**config.mk**
```make
export PLATFORM = sky130hd
export DESIGN_NAME = psg_pitch_interpolator_flat
export DESIGN_NICKNAME = d
export VERILOG_FILES = /design/src/design/psgpi_pkg.sv /design/src/design/psgpi_req_if.sv /design/src/design/psgpi_rsp_if.sv /design/src/design/psgpi_ram.sv /design/src/design/psgpi_mul.sv /design/src/design/psg_pitch_interpolator.sv /design/src/flat_wrapper.sv
export SDC_FILE = /design/constraint.sdc
export NUM_CORES = 2
export LEC_CHECK = 0
export BUFFER_PORTS_ARGS = -buffer_cell sky130_fd_sc_hd__buf_2
export CAP_MARGIN = 15
export CORE_UTILIZATION = 55
export DETAILED_ROUTE_END_ITERATION = 6
export PLACE_DENSITY = 0.74
export RECOVER_POWER = 50
export SYNTH_ARGS = -nofsm -noshare
export SYNTH_HDL_FRONTEND = slang
export SYNTH_SLANG_ARGS = --single-unit
```
**constraint.sdc**
```tcl
create_clock -name clk -period 10.3 [get_ports clk]
set_clock_uncertainty 0.1 [all_clocks]
set_input_delay 0.515 -clock clk [delete_from_list [all_inputs] [get_ports clk]]
set_output_delay 0.515 -clock clk [all_outputs]
set_load 0.03 [all_outputs]
```
**src/design/psgpi_pkg.sv**
```systemverilog
// ---------------------------------------------------------------------------
// psgpi_pkg: shared types and constants of the PSG pitch interpolator
// Default parameters, reciprocal constants, item codes and sequencer states.
// ---------------------------------------------------------------------------
package psgpi_pkg;

  // Default sizing
  localparam int TABLE_DEPTH_DEF   = 86;
  localparam int KEY_SPAN_DEF      = 84;
  localparam int TONE_CHANNELS_DEF = 3;

  // Field widths
  localparam int WORD_W  = 16;
  localparam int MUL_W   = 32;
  localparam int LOAD_IW = 7;

  // Key reduction: floor(u / KEY_SPAN) = (u * ceil(2^24 / KEY_SPAN)) >> 24
  localparam int KEY_RECIP_SHIFT = 24;

  // Division by 255: floor(x / 255) = (x * 0x80808081) >> 39 for x < 2^31
  localparam logic [MUL_W-1:0] INTERP_RECIP = 32'h8080_8081;
  localparam int               INTERP_SHIFT = 39;

  localparam int LENGTH_ENABLE_BIT = 14;

  // Item codes
  localparam logic KIND_PITCH = 1'b0;
  localparam logic KIND_LOAD  = 1'b1;

  typedef enum logic [3:0] {
    ST_IDLE,
    ST_RECIP,
    ST_QUOT,
    ST_REM,
    ST_RD_BASE,
    ST_RD_NEXT,
    ST_DELTA,
    ST_SCALE,
    ST_FREQ,
    ST_EMIT
  } seq_state_t;

endpackage

```
**src/design/psgpi_req_if.sv**
```systemverilog
// ---------------------------------------------------------------------------
// psgpi_req_if: request channel of the PSG pitch interpolator
// Carries pitch requests and pitch table loads with a valid/ready handshake.
// ---------------------------------------------------------------------------
interface psgpi_req_if;
  logic        valid;
  logic        ready;
  logic        kind;
  logic signed [15:0] pitch_key;
  logic signed [15:0] pitch_fraction;
  logic [1:0]  channel;
  logic        length_enable_now;
  logic [6:0]  load_index;
  logic [15:0] load_word;

  modport source (
    output valid, kind, pitch_key, pitch_fraction, channel, length_enable_now,
           load_index, load_word,
    input  ready
  );

  modport sink (
    input  valid, kind, pitch_key, pitch_fraction, channel, length_enable_now,
           load_index, load_word,
    output ready
  );
endinterface

```
**src/design/psgpi_rsp_if.sv**
```systemverilog
// ---------------------------------------------------------------------------
// psgpi_rsp_if: response channel of the PSG pitch interpolator
// Carries frequency register writes with a valid/ready handshake.
// ---------------------------------------------------------------------------
interface psgpi_rsp_if;
  logic        valid;
  logic        ready;
  logic [1:0]  write_channel;
  logic [15:0] register_word;

  modport source (
    output valid, write_channel, register_word,
    input  ready
  );

  modport sink (
    input  valid, write_channel, register_word,
    output ready
  );
endinterface

```
**src/design/psgpi_ram.sv**
```systemverilog
// ---------------------------------------------------------------------------
// psgpi_ram: generic single-write, single-read RAM
// One write port and one read port with registered read data.
// ---------------------------------------------------------------------------
module psgpi_ram #(
  parameter int WIDTH = 16,
  parameter int DEPTH = 86
) (
  input  logic                     clk,
  input  logic                     we,
  input  logic [$clog2(DEPTH)-1:0] waddr,
  input  logic [WIDTH-1:0]         wdata,
  input  logic [$clog2(DEPTH)-1:0] raddr,
  output logic [WIDTH-1:0]         rdata
);

  logic [WIDTH-1:0] mem [DEPTH];

  always_ff @(posedge clk) begin
    if (we) begin
      mem[waddr] <= wdata;
    end
    rdata <= mem[raddr];
  end

endmodule

```
**src/design/psgpi_mul.sv**
```systemverilog
// ---------------------------------------------------------------------------
// psgpi_mul: shared unsigned multiplier
// 32 x 32 unsigned product, registered; result valid in the cycle after issue.
// ---------------------------------------------------------------------------
module psgpi_mul (
  input  logic                           clk,
  input  logic [psgpi_pkg::MUL_W-1:0]    a,
  input  logic [psgpi_pkg::MUL_W-1:0]    b,
  output logic [2*psgpi_pkg::MUL_W-1:0]  p
);

  always_ff @(posedge clk) begin
    p <= (2*psgpi_pkg::MUL_W)'(a) * (2*psgpi_pkg::MUL_W)'(b);
  end

endmodule

```
**src/design/psg_pitch_interpolator.sv**
```systemverilog
// ---------------------------------------------------------------------------
// psg_pitch_interpolator: pitch-to-frequency lookup with linear interpolation
// Sequencer around one shared multiplier and a pitch table RAM with one write and one read port.
// ---------------------------------------------------------------------------
// Load words write the pitch table and never produce a response. A pitch
// request is taken only in idle; for a channel below TONE_CHANNELS it then
// occupies the block through RECIP, QUOT, REM, RD_BASE, RD_NEXT, then
// DELTA, SCALE and FREQ when the fraction is nonzero, and EMIT; for any
// other channel it does no work. The shared multiplier runs four times per
// interpolated request (key reciprocal, quotient back-multiply, delta times
// fraction, reciprocal of 255), and the table RAM's one read port fetches
// the two neighboring entries in turn. A result that matches the channel's
// cached frequency is dropped; any other result is held in the output
// register until taken, while the block already accepts the next word.
// Table entries must be loaded before they are read.
// ---------------------------------------------------------------------------
module psg_pitch_interpolator #(
  parameter int TABLE_DEPTH   = psgpi_pkg::TABLE_DEPTH_DEF,
  parameter int KEY_SPAN      = psgpi_pkg::KEY_SPAN_DEF,
  parameter int TONE_CHANNELS = psgpi_pkg::TONE_CHANNELS_DEF
) (
  input  logic       clk,
  input  logic       rst,
  psgpi_req_if.sink  req,
  psgpi_rsp_if.source rsp
);

  localparam int AW = $clog2(TABLE_DEPTH);
  localparam int KW = $clog2(KEY_SPAN);
  localparam int IW = $clog2(KEY_SPAN + TABLE_DEPTH + 2);
  localparam int CW = (TONE_CHANNELS > 1) ? $clog2(TONE_CHANNELS) : 1;
  localparam int WW = psgpi_pkg::WORD_W;
  localparam int MW = psgpi_pkg::MUL_W;
  localparam logic [MW-1:0] KEY_RECIP =
    MW'(((1 << psgpi_pkg::KEY_RECIP_SHIFT) + KEY_SPAN - 1) / KEY_SPAN);

  // Sequencer
  psgpi_pkg::seq_state_t state, state_next;

  // Request context
  logic          key_neg;
  logic [WW-1:0] key_mag;
  logic          frac_neg;
  logic [WW-1:0] frac_mag;
  logic          frac_zero;
  logic [CW-1:0] ch_idx;
  logic [1:0]    ch_out;
  logic          len_bit;
  logic [KW-1:0] k;
  logic          ok_base;
  logic          ok_next;
  logic [WW-1:0] base;
  logic          prod_neg;
  logic [WW-1:0] freq;

  // Per-channel frequency cache
  logic [WW-1:0] last_freq [TONE_CHANNELS];

  // Output register
  logic          rsp_valid;
  logic [1:0]    write_channel;
  logic [WW-1:0] register_word;

  // Shared multiplier
  logic [MW-1:0]   mul_a, mul_b;
  logic [2*MW-1:0] mul_p;

  // Table RAM
  logic          ram_we;
  logic [AW-1:0] ram_waddr;
  logic [AW-1:0] ram_raddr;
  logic [WW-1:0] ram_rdata;

  // Datapath helpers
  logic          req_fire;
  logic          pitch_go;
  logic [IW-1:0] idx_base, idx_next;
  logic [WW-1:0] rem;
  logic [WW-1:0] next_word;
  logic [WW-1:0] delta;
  logic [WW-1:0] delta_mag;
  logic [WW-1:0] qmag;
  logic          freq_changed;
  logic          out_free;
  logic          emit_load;

  psgpi_ram #(
    .WIDTH (WW),
    .DEPTH (TABLE_DEPTH)
  ) u_table (
    .clk   (clk),
    .we    (ram_we),
    .waddr (ram_waddr),
    .wdata (req.load_word),
    .raddr (ram_raddr),
    .rdata (ram_rdata)
  );

  psgpi_mul u_mul (
    .clk (clk),
    .a   (mul_a),
    .b   (mul_b),
    .p   (mul_p)
  );

  assign req_fire = req.valid && req.ready;
  assign pitch_go = req_fire && (req.kind == psgpi_pkg::KIND_PITCH) &&
                    (int'(req.channel) < TONE_CHANNELS);

  // Load words go straight into the table; out-of-range indexes are dropped
  assign ram_we    = req_fire && (req.kind == psgpi_pkg::KIND_LOAD) &&
                     (int'(req.load_index) < TABLE_DEPTH);
  assign ram_waddr = AW'(req.load_index);

  // Neighbor indexes after the wrap; beyond the table they read as zero
  assign idx_base = IW'(k) + IW'(1);
  assign idx_next = IW'(k) + IW'(2);

  // Remainder of the key magnitude after the quotient back-multiply
  assign rem = key_mag - mul_p[WW-1:0];

  // Signed 16-bit delta to the upper neighbor, as sign and magnitude
  assign next_word = ok_next ? ram_rdata : '0;
  assign delta     = next_word - base;
  assign delta_mag = delta[WW-1] ? (WW'(0) - delta) : delta;

  // Quotient magnitude of the scaled product over 255
  assign qmag = mul_p[psgpi_pkg::INTERP_SHIFT +: WW];

  assign freq_changed = (freq != last_freq[ch_idx]);
  assign out_free     = !rsp_valid || rsp.ready;

  // Next state
  always_comb begin
    state_next = state;
    unique case (state)
      psgpi_pkg::ST_IDLE: begin
        if (pitch_go) state_next = psgpi_pkg::ST_RECIP;
      end
      psgpi_pkg::ST_RECIP:   state_next = psgpi_pkg::ST_QUOT;
      psgpi_pkg::ST_QUOT:    state_next = psgpi_pkg::ST_REM;
      psgpi_pkg::ST_REM:     state_next = psgpi_pkg::ST_RD_BASE;
      psgpi_pkg::ST_RD_BASE: state_next = psgpi_pkg::ST_RD_NEXT;
      psgpi_pkg::ST_RD_NEXT: begin
        state_next = frac_zero ? psgpi_pkg::ST_EMIT : psgpi_pkg::ST_DELTA;
      end
      psgpi_pkg::ST_DELTA:   state_next = psgpi_pkg::ST_SCALE;
      psgpi_pkg::ST_SCALE:   state_next = psgpi_pkg::ST_FREQ;
      psgpi_pkg::ST_FREQ:    state_next = psgpi_pkg::ST_EMIT;
      psgpi_pkg::ST_EMIT: begin
        if (!freq_changed || out_free) state_next = psgpi_pkg::ST_IDLE;
      end
      default: state_next = psgpi_pkg::ST_IDLE;
    endcase
  end

  // Sequencer outputs: handshake, multiplier operands, table read address
  always_comb begin
    req.ready = 1'b0;
    mul_a     = '0;
    mul_b     = '0;
    ram_raddr = '0;
    emit_load = 1'b0;
    unique case (state)
      psgpi_pkg::ST_IDLE: begin
        req.ready = 1'b1;
      end
      psgpi_pkg::ST_RECIP: begin
        mul_a = MW'(key_mag);
        mul_b = KEY_RECIP;
      end
      psgpi_pkg::ST_QUOT: begin
        mul_a = MW'(mul_p[psgpi_pkg::KEY_RECIP_SHIFT +: WW]);
        mul_b = MW'(KEY_SPAN);
      end
      psgpi_pkg::ST_REM: begin
      end
      psgpi_pkg::ST_RD_BASE: begin
        ram_raddr = idx_base[AW-1:0];
      end
      psgpi_pkg::ST_RD_NEXT: begin
        ram_raddr = idx_next[AW-1:0];
      end
      psgpi_pkg::ST_DELTA: begin
        mul_a = MW'(delta_mag);
        mul_b = MW'(frac_mag);
      end
      psgpi_pkg::ST_SCALE: begin
        mul_a = mul_p[MW-1:0];
        mul_b = psgpi_pkg::INTERP_RECIP;
      end
      psgpi_pkg::ST_FREQ: begin
      end
      psgpi_pkg::ST_EMIT: begin
        emit_load = freq_changed && out_free;
      end
      default: begin
      end
    endcase
  end

  always_ff @(posedge clk) begin
    if (rst) begin
      state <= psgpi_pkg::ST_IDLE;
    end else begin
      state <= state_next;
    end
  end

  // Datapath registers
  always_ff @(posedge clk) begin
    if (pitch_go) begin
      key_neg   <= req.pitch_key[WW-1];
      key_mag   <= req.pitch_key[WW-1] ? (WW'(0) - $unsigned(req.pitch_key))
                                       : $unsigned(req.pitch_key);
      frac_neg  <= req.pitch_fraction[WW-1];
      frac_mag  <= req.pitch_fraction[WW-1]
                   ? (WW'(0) - $unsigned(req.pitch_fraction))
                   : $unsigned(req.pitch_fraction);
      frac_zero <= (req.pitch_fraction == '0);
      ch_idx    <= CW'(req.channel);
      ch_out    <= req.channel;
      len_bit   <= req.length_enable_now;
    end
    case (state)
      psgpi_pkg::ST_REM: begin
        // Fold a negative key up into 0..KEY_SPAN-1
        k <= (key_neg && (rem != '0)) ? (KW'(KEY_SPAN) - rem[KW-1:0]) : rem[KW-1:0];
      end
      psgpi_pkg::ST_RD_BASE: begin
        ok_base <= (idx_base < IW'(TABLE_DEPTH));
      end
      psgpi_pkg::ST_RD_NEXT: begin
        ok_next <= (idx_next < IW'(TABLE_DEPTH));
        base    <= ok_base ? ram_rdata : '0;
        freq    <= ok_base ? ram_rdata : '0;
      end
      psgpi_pkg::ST_DELTA: begin
        prod_neg <= delta[WW-1] ^ frac_neg;
      end
      psgpi_pkg::ST_FREQ: begin
        freq <= prod_neg ? (base - qmag) : (base + qmag);
      end
      default: begin
      end
    endcase
    if (emit_load) begin
      write_channel <= ch_out;
      register_word <= freq | (WW'(len_bit) << psgpi_pkg::LENGTH_ENABLE_BIT);
    end
  end

  // Frequency cache: update only on an emitted change
  always_ff @(posedge clk) begin
    if (rst) begin
      for (int i = 0; i < TONE_CHANNELS; i++) begin
        last_freq[i] <= '0;
      end
    end else if (emit_load) begin
      last_freq[ch_idx] <= freq;
    end
  end

  // Output valid: hold until taken, reload on a new result
  always_ff @(posedge clk) begin
    if (rst) begin
      rsp_valid <= 1'b0;
    end else if (emit_load) begin
      rsp_valid <= 1'b1;
    end else if (rsp.ready) begin
      rsp_valid <= 1'b0;
    end
  end

  assign rsp.valid         = rsp_valid;
  assign rsp.write_channel = write_channel;
  assign rsp.register_word = register_word;

endmodule
```
**src/flat_wrapper.sv**
```systemverilog
// flat-port wrapper written by rule: the top's interface ports become plain ports
module psg_pitch_interpolator_flat 
#(
  parameter int TABLE_DEPTH   = psgpi_pkg::TABLE_DEPTH_DEF,
  parameter int KEY_SPAN      = psgpi_pkg::KEY_SPAN_DEF,
  parameter int TONE_CHANNELS = psgpi_pkg::TONE_CHANNELS_DEF
)
  (clk, rst, req_valid, req_kind, req_pitch_key, req_pitch_fraction, req_channel, req_length_enable_now, req_load_index, req_load_word, req_ready, rsp_valid, rsp_write_channel, rsp_register_word, rsp_ready);
  psgpi_req_if req_i ();
  psgpi_rsp_if rsp_i ();
  input  logic clk;
  input  logic rst;
  input wire logic [$bits(req_i.valid)-1:0] req_valid;
  input wire logic [$bits(req_i.kind)-1:0] req_kind;
  input wire logic [$bits(req_i.pitch_key)-1:0] req_pitch_key;
  input wire logic [$bits(req_i.pitch_fraction)-1:0] req_pitch_fraction;
  input wire logic [$bits(req_i.channel)-1:0] req_channel;
  input wire logic [$bits(req_i.length_enable_now)-1:0] req_length_enable_now;
  input wire logic [$bits(req_i.load_index)-1:0] req_load_index;
  input wire logic [$bits(req_i.load_word)-1:0] req_load_word;
  output wire logic [$bits(req_i.ready)-1:0] req_ready;
  output wire logic [$bits(rsp_i.valid)-1:0] rsp_valid;
  output wire logic [$bits(rsp_i.write_channel)-1:0] rsp_write_channel;
  output wire logic [$bits(rsp_i.register_word)-1:0] rsp_register_word;
  input wire logic [$bits(rsp_i.ready)-1:0] rsp_ready;
  assign req_i.valid = req_valid;
  assign req_i.kind = req_kind;
  assign req_i.pitch_key = req_pitch_key;
  assign req_i.pitch_fraction = req_pitch_fraction;
  assign req_i.channel = req_channel;
  assign req_i.length_enable_now = req_length_enable_now;
  assign req_i.load_index = req_load_index;
  assign req_i.load_word = req_load_word;
  assign req_ready = req_i.ready;
  assign rsp_valid = rsp_i.valid;
  assign rsp_write_channel = rsp_i.write_channel;
  assign rsp_register_word = rsp_i.register_word;
  assign rsp_i.ready = rsp_ready;
  psg_pitch_interpolator #(.TABLE_DEPTH(TABLE_DEPTH), .KEY_SPAN(KEY_SPAN), .TONE_CHANNELS(TONE_CHANNELS)) u_core (.clk(clk), .rst(rst), .req(req_i), .rsp(rsp_i));
endmodule
```
==> results.sh <==
export IMPL_yosysTopAreaCell="edfxtp_1"
export IMPL_clkLatencyLatePin_ns=0.81
export IMPL_via_count=61600
export IMPL_initial_utilization_pct=55.6
export IMPL_viasPerCell=6.01
export IMPL_grt_pass1_vias=60600
export IMPL_gp_congestion=1.04
export IMPL_cts_sinks=1616
export IMPL_synth_edf_count=1538
export IMPL_max_cap_viol_count=17
export IMPL_p_total_uw=29900
export IMPL_layout_drive_gt1_share_pct=9.53
export IMPL_cts_buffer_depth=3
export IMPL_grt_max_degree=206
export IMPL_synth_cell_area_mm2=0.0897
export IMPL_min_from="rst"
export IMPL_nets=8874
export IMPL_fmax_mhz=99.6
export IMPL_synth_warnings=0
export IMPL_power_clock_fraction_pct=18.6
export IMPL_die_area_mm2=0.165
export IMPL_critPathLaunchType="register"
export IMPL_antenna_found_initial=4
export IMPL_whs_ns=0.0472
export IMPL_place_detailed_hpwl_um=172000
export IMPL_cts_tree="yes"
export IMPL_netlist_area_leader_share_pct=51.5
export IMPL_r2r_start="u_core.ok_next$_DFFE_PN_"
export IMPL_seq_power_share_pct=26.1
export IMPL_wl_per_cell_um=24.8
export IMPL_synthTopCellsByArea="edfxtp_1, fa_1, ha_1"
export IMPL_switching_share_pct=40.7
export IMPL_core_mm2=0.161
export IMPL_grtUsageTotal_pct=30.9
export IMPL_setup_worst_path_end_class="register"
export IMPL_cts_root_buf="clkbuf_16"
export IMPL_ant_nets=0
export IMPL_rows=147
export IMPL_tightest_slew_ns=4.53
export IMPL_crit_fanout=29
export IMPL_max_stage_delay_ns=0.62
export IMPL_hold_violations=0
export IMPL_netlist_instances=7544
export IMPL_synth_cell_types=87
export IMPL_grt_overflow=0
export IMPL_slew_headroom_pct=-202
export IMPL_clkTransAtPathRegs_ns=0.06
export IMPL_power_density_mw_per_mm2=298
export IMPL_setup_viol=0
export IMPL_die_y_um=406
export IMPL_ys_ff_latch=1616
export IMPL_min_period_over_period_pct=97.5
export IMPL_slew_viol_final=1435
export IMPL_cp_arrival_ns=10.62
export IMPL_critPathLaunch="u_core.ok_next$_DFFE_PN_"
export IMPL_drc_errors=1
export IMPL_power_frac_comb_pct=55.3
export IMPL_fin_crit_ns=10.04
export IMPL_cp_slowest_cell="a2111o_1"
export IMPL_internal_power_uw=17800
export IMPL_ir_drop_v=0.000736
export IMPL_io_buffers=82
export IMPL_detail_route_iter0_violations=6156
export IMPL_ys_async_sr_fraction_pct=0
export IMPL_min_delay_path_class="in2reg"
export IMPL_drt_wl_total_um=254000
export IMPL_firstDrtPassIters=7
export IMPL_yosysSeqAreaShare_pct=53.2
export IMPL_ys_flop_type="edfxtp_1"
export IMPL_avgSynthCellArea_um2=11.9
export IMPL_violations="DRC, capacitance limit, slew limit"
export IMPL_grt_pass1_wl_um=376000
export IMPL_critPathRequiredTime_ns=10.88
export IMPL_status="complete, but fails checks"
export IMPL_numCtsBuffers=160
export IMPL_syn2layout_area_growth_pct=12.1
export IMPL_crit_type="reg2reg"
export IMPL_rsz0062_at_grt="yes"
export IMPL_p_leak_uw=0.0386
export IMPL_die_x_um=406
export IMPL_fill_cells=12400
export IMPL_switchingPower_uw=12200
export IMPL_htreeDepth=4
export IMPL_io_pins=83
## cells by family (layout without fill, tap and decap cells)
group	Yosys count	count (layout)	synth area share, %
AO/OA/AOI/OAI	1524	1524	11.5
other	2	245	0.00837
buffers and inverters	1148	1452	5.04
flip-flops	1616	1616	53.2
XOR/XNOR	161	161	1.57
AND/OR/NAND/NOR	2195	2195	11.6
multiplexers	46	46	0.763
adder cells (fa/ha/maj)	852	852	16.3
## sequential cells by signal (all words and copies together) (netlist names), 2 cells and up, named ones only
register / count
u_core.u_table.mem: 1376
u_core.state: 4
u_core.ch_idx: 2
u_core.rsp.register_word: 16
u_core.key_mag: 16
u_core.last_freq: 64
u_core.u_table.rdata: 16
u_core.frac_mag: 16
u_core.rsp.write_channel: 2
u_core.u_mul.p: 55
u_core.freq: 16
u_core.base: 16
u_core.k: 7
## stage by stage
step | worst slack [ns] | util (%) | cell area [um^2] | TNS [ns] | cells
5_1_grt | -0.0973 | 62.3 | 101000 | -0.602 | 10200
2_1_floorplan | 0.297 | - | 90600 | 0 | 7783
6_report | 0.261 | 62.3 | 101000 | 0 | 10300
4_1_cts | 0.0320 | 62.0 | 100000 | 0 | 10200
3_5_place_dp | -0.286 | 58.7 | 94700 | -1.38 | 9909
3_3_place_gp | -0.0832 | 58.7 | 94700 | -0.158 | 9908
## final cells by class
type	count	area (um^2)	share of cell area, %
Timing Repair Buffer	453	3490	3.47
Sequential cell	1616	47700	47.5
Multi-Input combinational cell	5019	39000	38.8
Clock buffer	205	4230	4.20
Tap cell	2160	2700	2.69
Inverter	709	2660	2.65
Clock inverter	85	737	0.733
Antenna cell	4	10.0	0.00995
## layer usage
layer	vias to the layer above	wire length, um	global-route usage [%]
li1	27500	-	-
met3	659	21000	5.14
met2	2904	121000	50.2
met1	30500	96000	39.7
met4	4	16200	16.9
met5	-	29	0
## placed cells by master, fill, tap and decap left out, drive strengths merged, types with 12 or more instances in the layout
master       count
a31oi          195
dlygate4sd3     34
xor2            39
or2             18
mux2i           24
a21oi          333
ha             328
a22oi           18
xnor2          122
and3            45
nor2           311
clkinv          71
dfxtp           78
buf            370
o21a            13
o21ai          158
inv            715
a21o            46
clkbuf         254
nand4           39
nor4            21
o31ai           12
nor2b          360
or3             51
a21boi          26
and2           105
a311oi         163
mux4            16
a211oi         471
fa             524
nand2          919
edfxtp        1538
nor3           120
nand3          143
nand2b          34
o211ai          33
conb           241
## worst max-delay path: cells and delay by family, from the launching register on
| kind | cells | cell delay (ns) |
|---|---|---|
| adder cells (fa/ha/maj) | 10 | 4.25 |
| AO/OA/AOI/OAI | 11 | 2.63 |
| buffers and inverters | 10 | 1.09 |
| AND/OR/NAND/NOR | 5 | 0.89 |
| flip-flops | 1 | 0.48 |
| multiplexers | 1 | 0.31 |
| XOR/XNOR | 1 | 0.14 |
## synthesized netlist by cell type (22+ instances only)
master       n
nand4_1     38
a31oi_1    195
nor3_1     119
o21ai_0    147
nand2b_1    34
a21oi_1    329
or3_1       51
dfxtp_1     78
fa_1       524
inv_1      708
nor2b_1    360
buf_2       92
edfxtp_1  1538
mux2i_1     22
o211ai_1    33
buf_4       23
a21o_1      46
clkbuf_1   311
nor2_1     310
and3_1      45
nand2_1    919
and2_1     102
a211oi_1   469
ha_1       328
a311oi_1   163
xor2_1      39
xnor2_1    122
nand3_1    143
## power groups by stage
stage	combinational (uW)	clock (uW)	sequential (uW)
2_1_floorplan	10100	0	7810
3_5_place_dp	15300	0	7930
6_report	16600	5550	7820
4_1_cts	15500	5610	7790
3_3_place_gp	15300	0	7930
5_1_grt	18200	5850	7820
## final timing paths
kind / cells past startpoint / endpoint / slack (ns)
setup / recovery: 38 / u_core.u_mul.p[52]$_DFF_P_ / 0.26
hold / removal: 2 / u_core.state[3]$_SDFFE_PP0P_ / 0.05
setup reg to reg: 38 / u_core.u_mul.p[52]$_DFF_P_ / 0.26
hold reg to reg: 0 / u_core.rsp.write_channel[0]$_DFFE_PP_ / 0.40
## timing repair
action                     CTS  global route
hold buffers                34             0
hold endpoints to repair    37             0
setup endpoints to repair   12            19
gates cloned                 0             1
pin swaps                    0            48
gates resized for setup      6           104
setup buffers                2             7
Power figures use the tool's default switching activity.
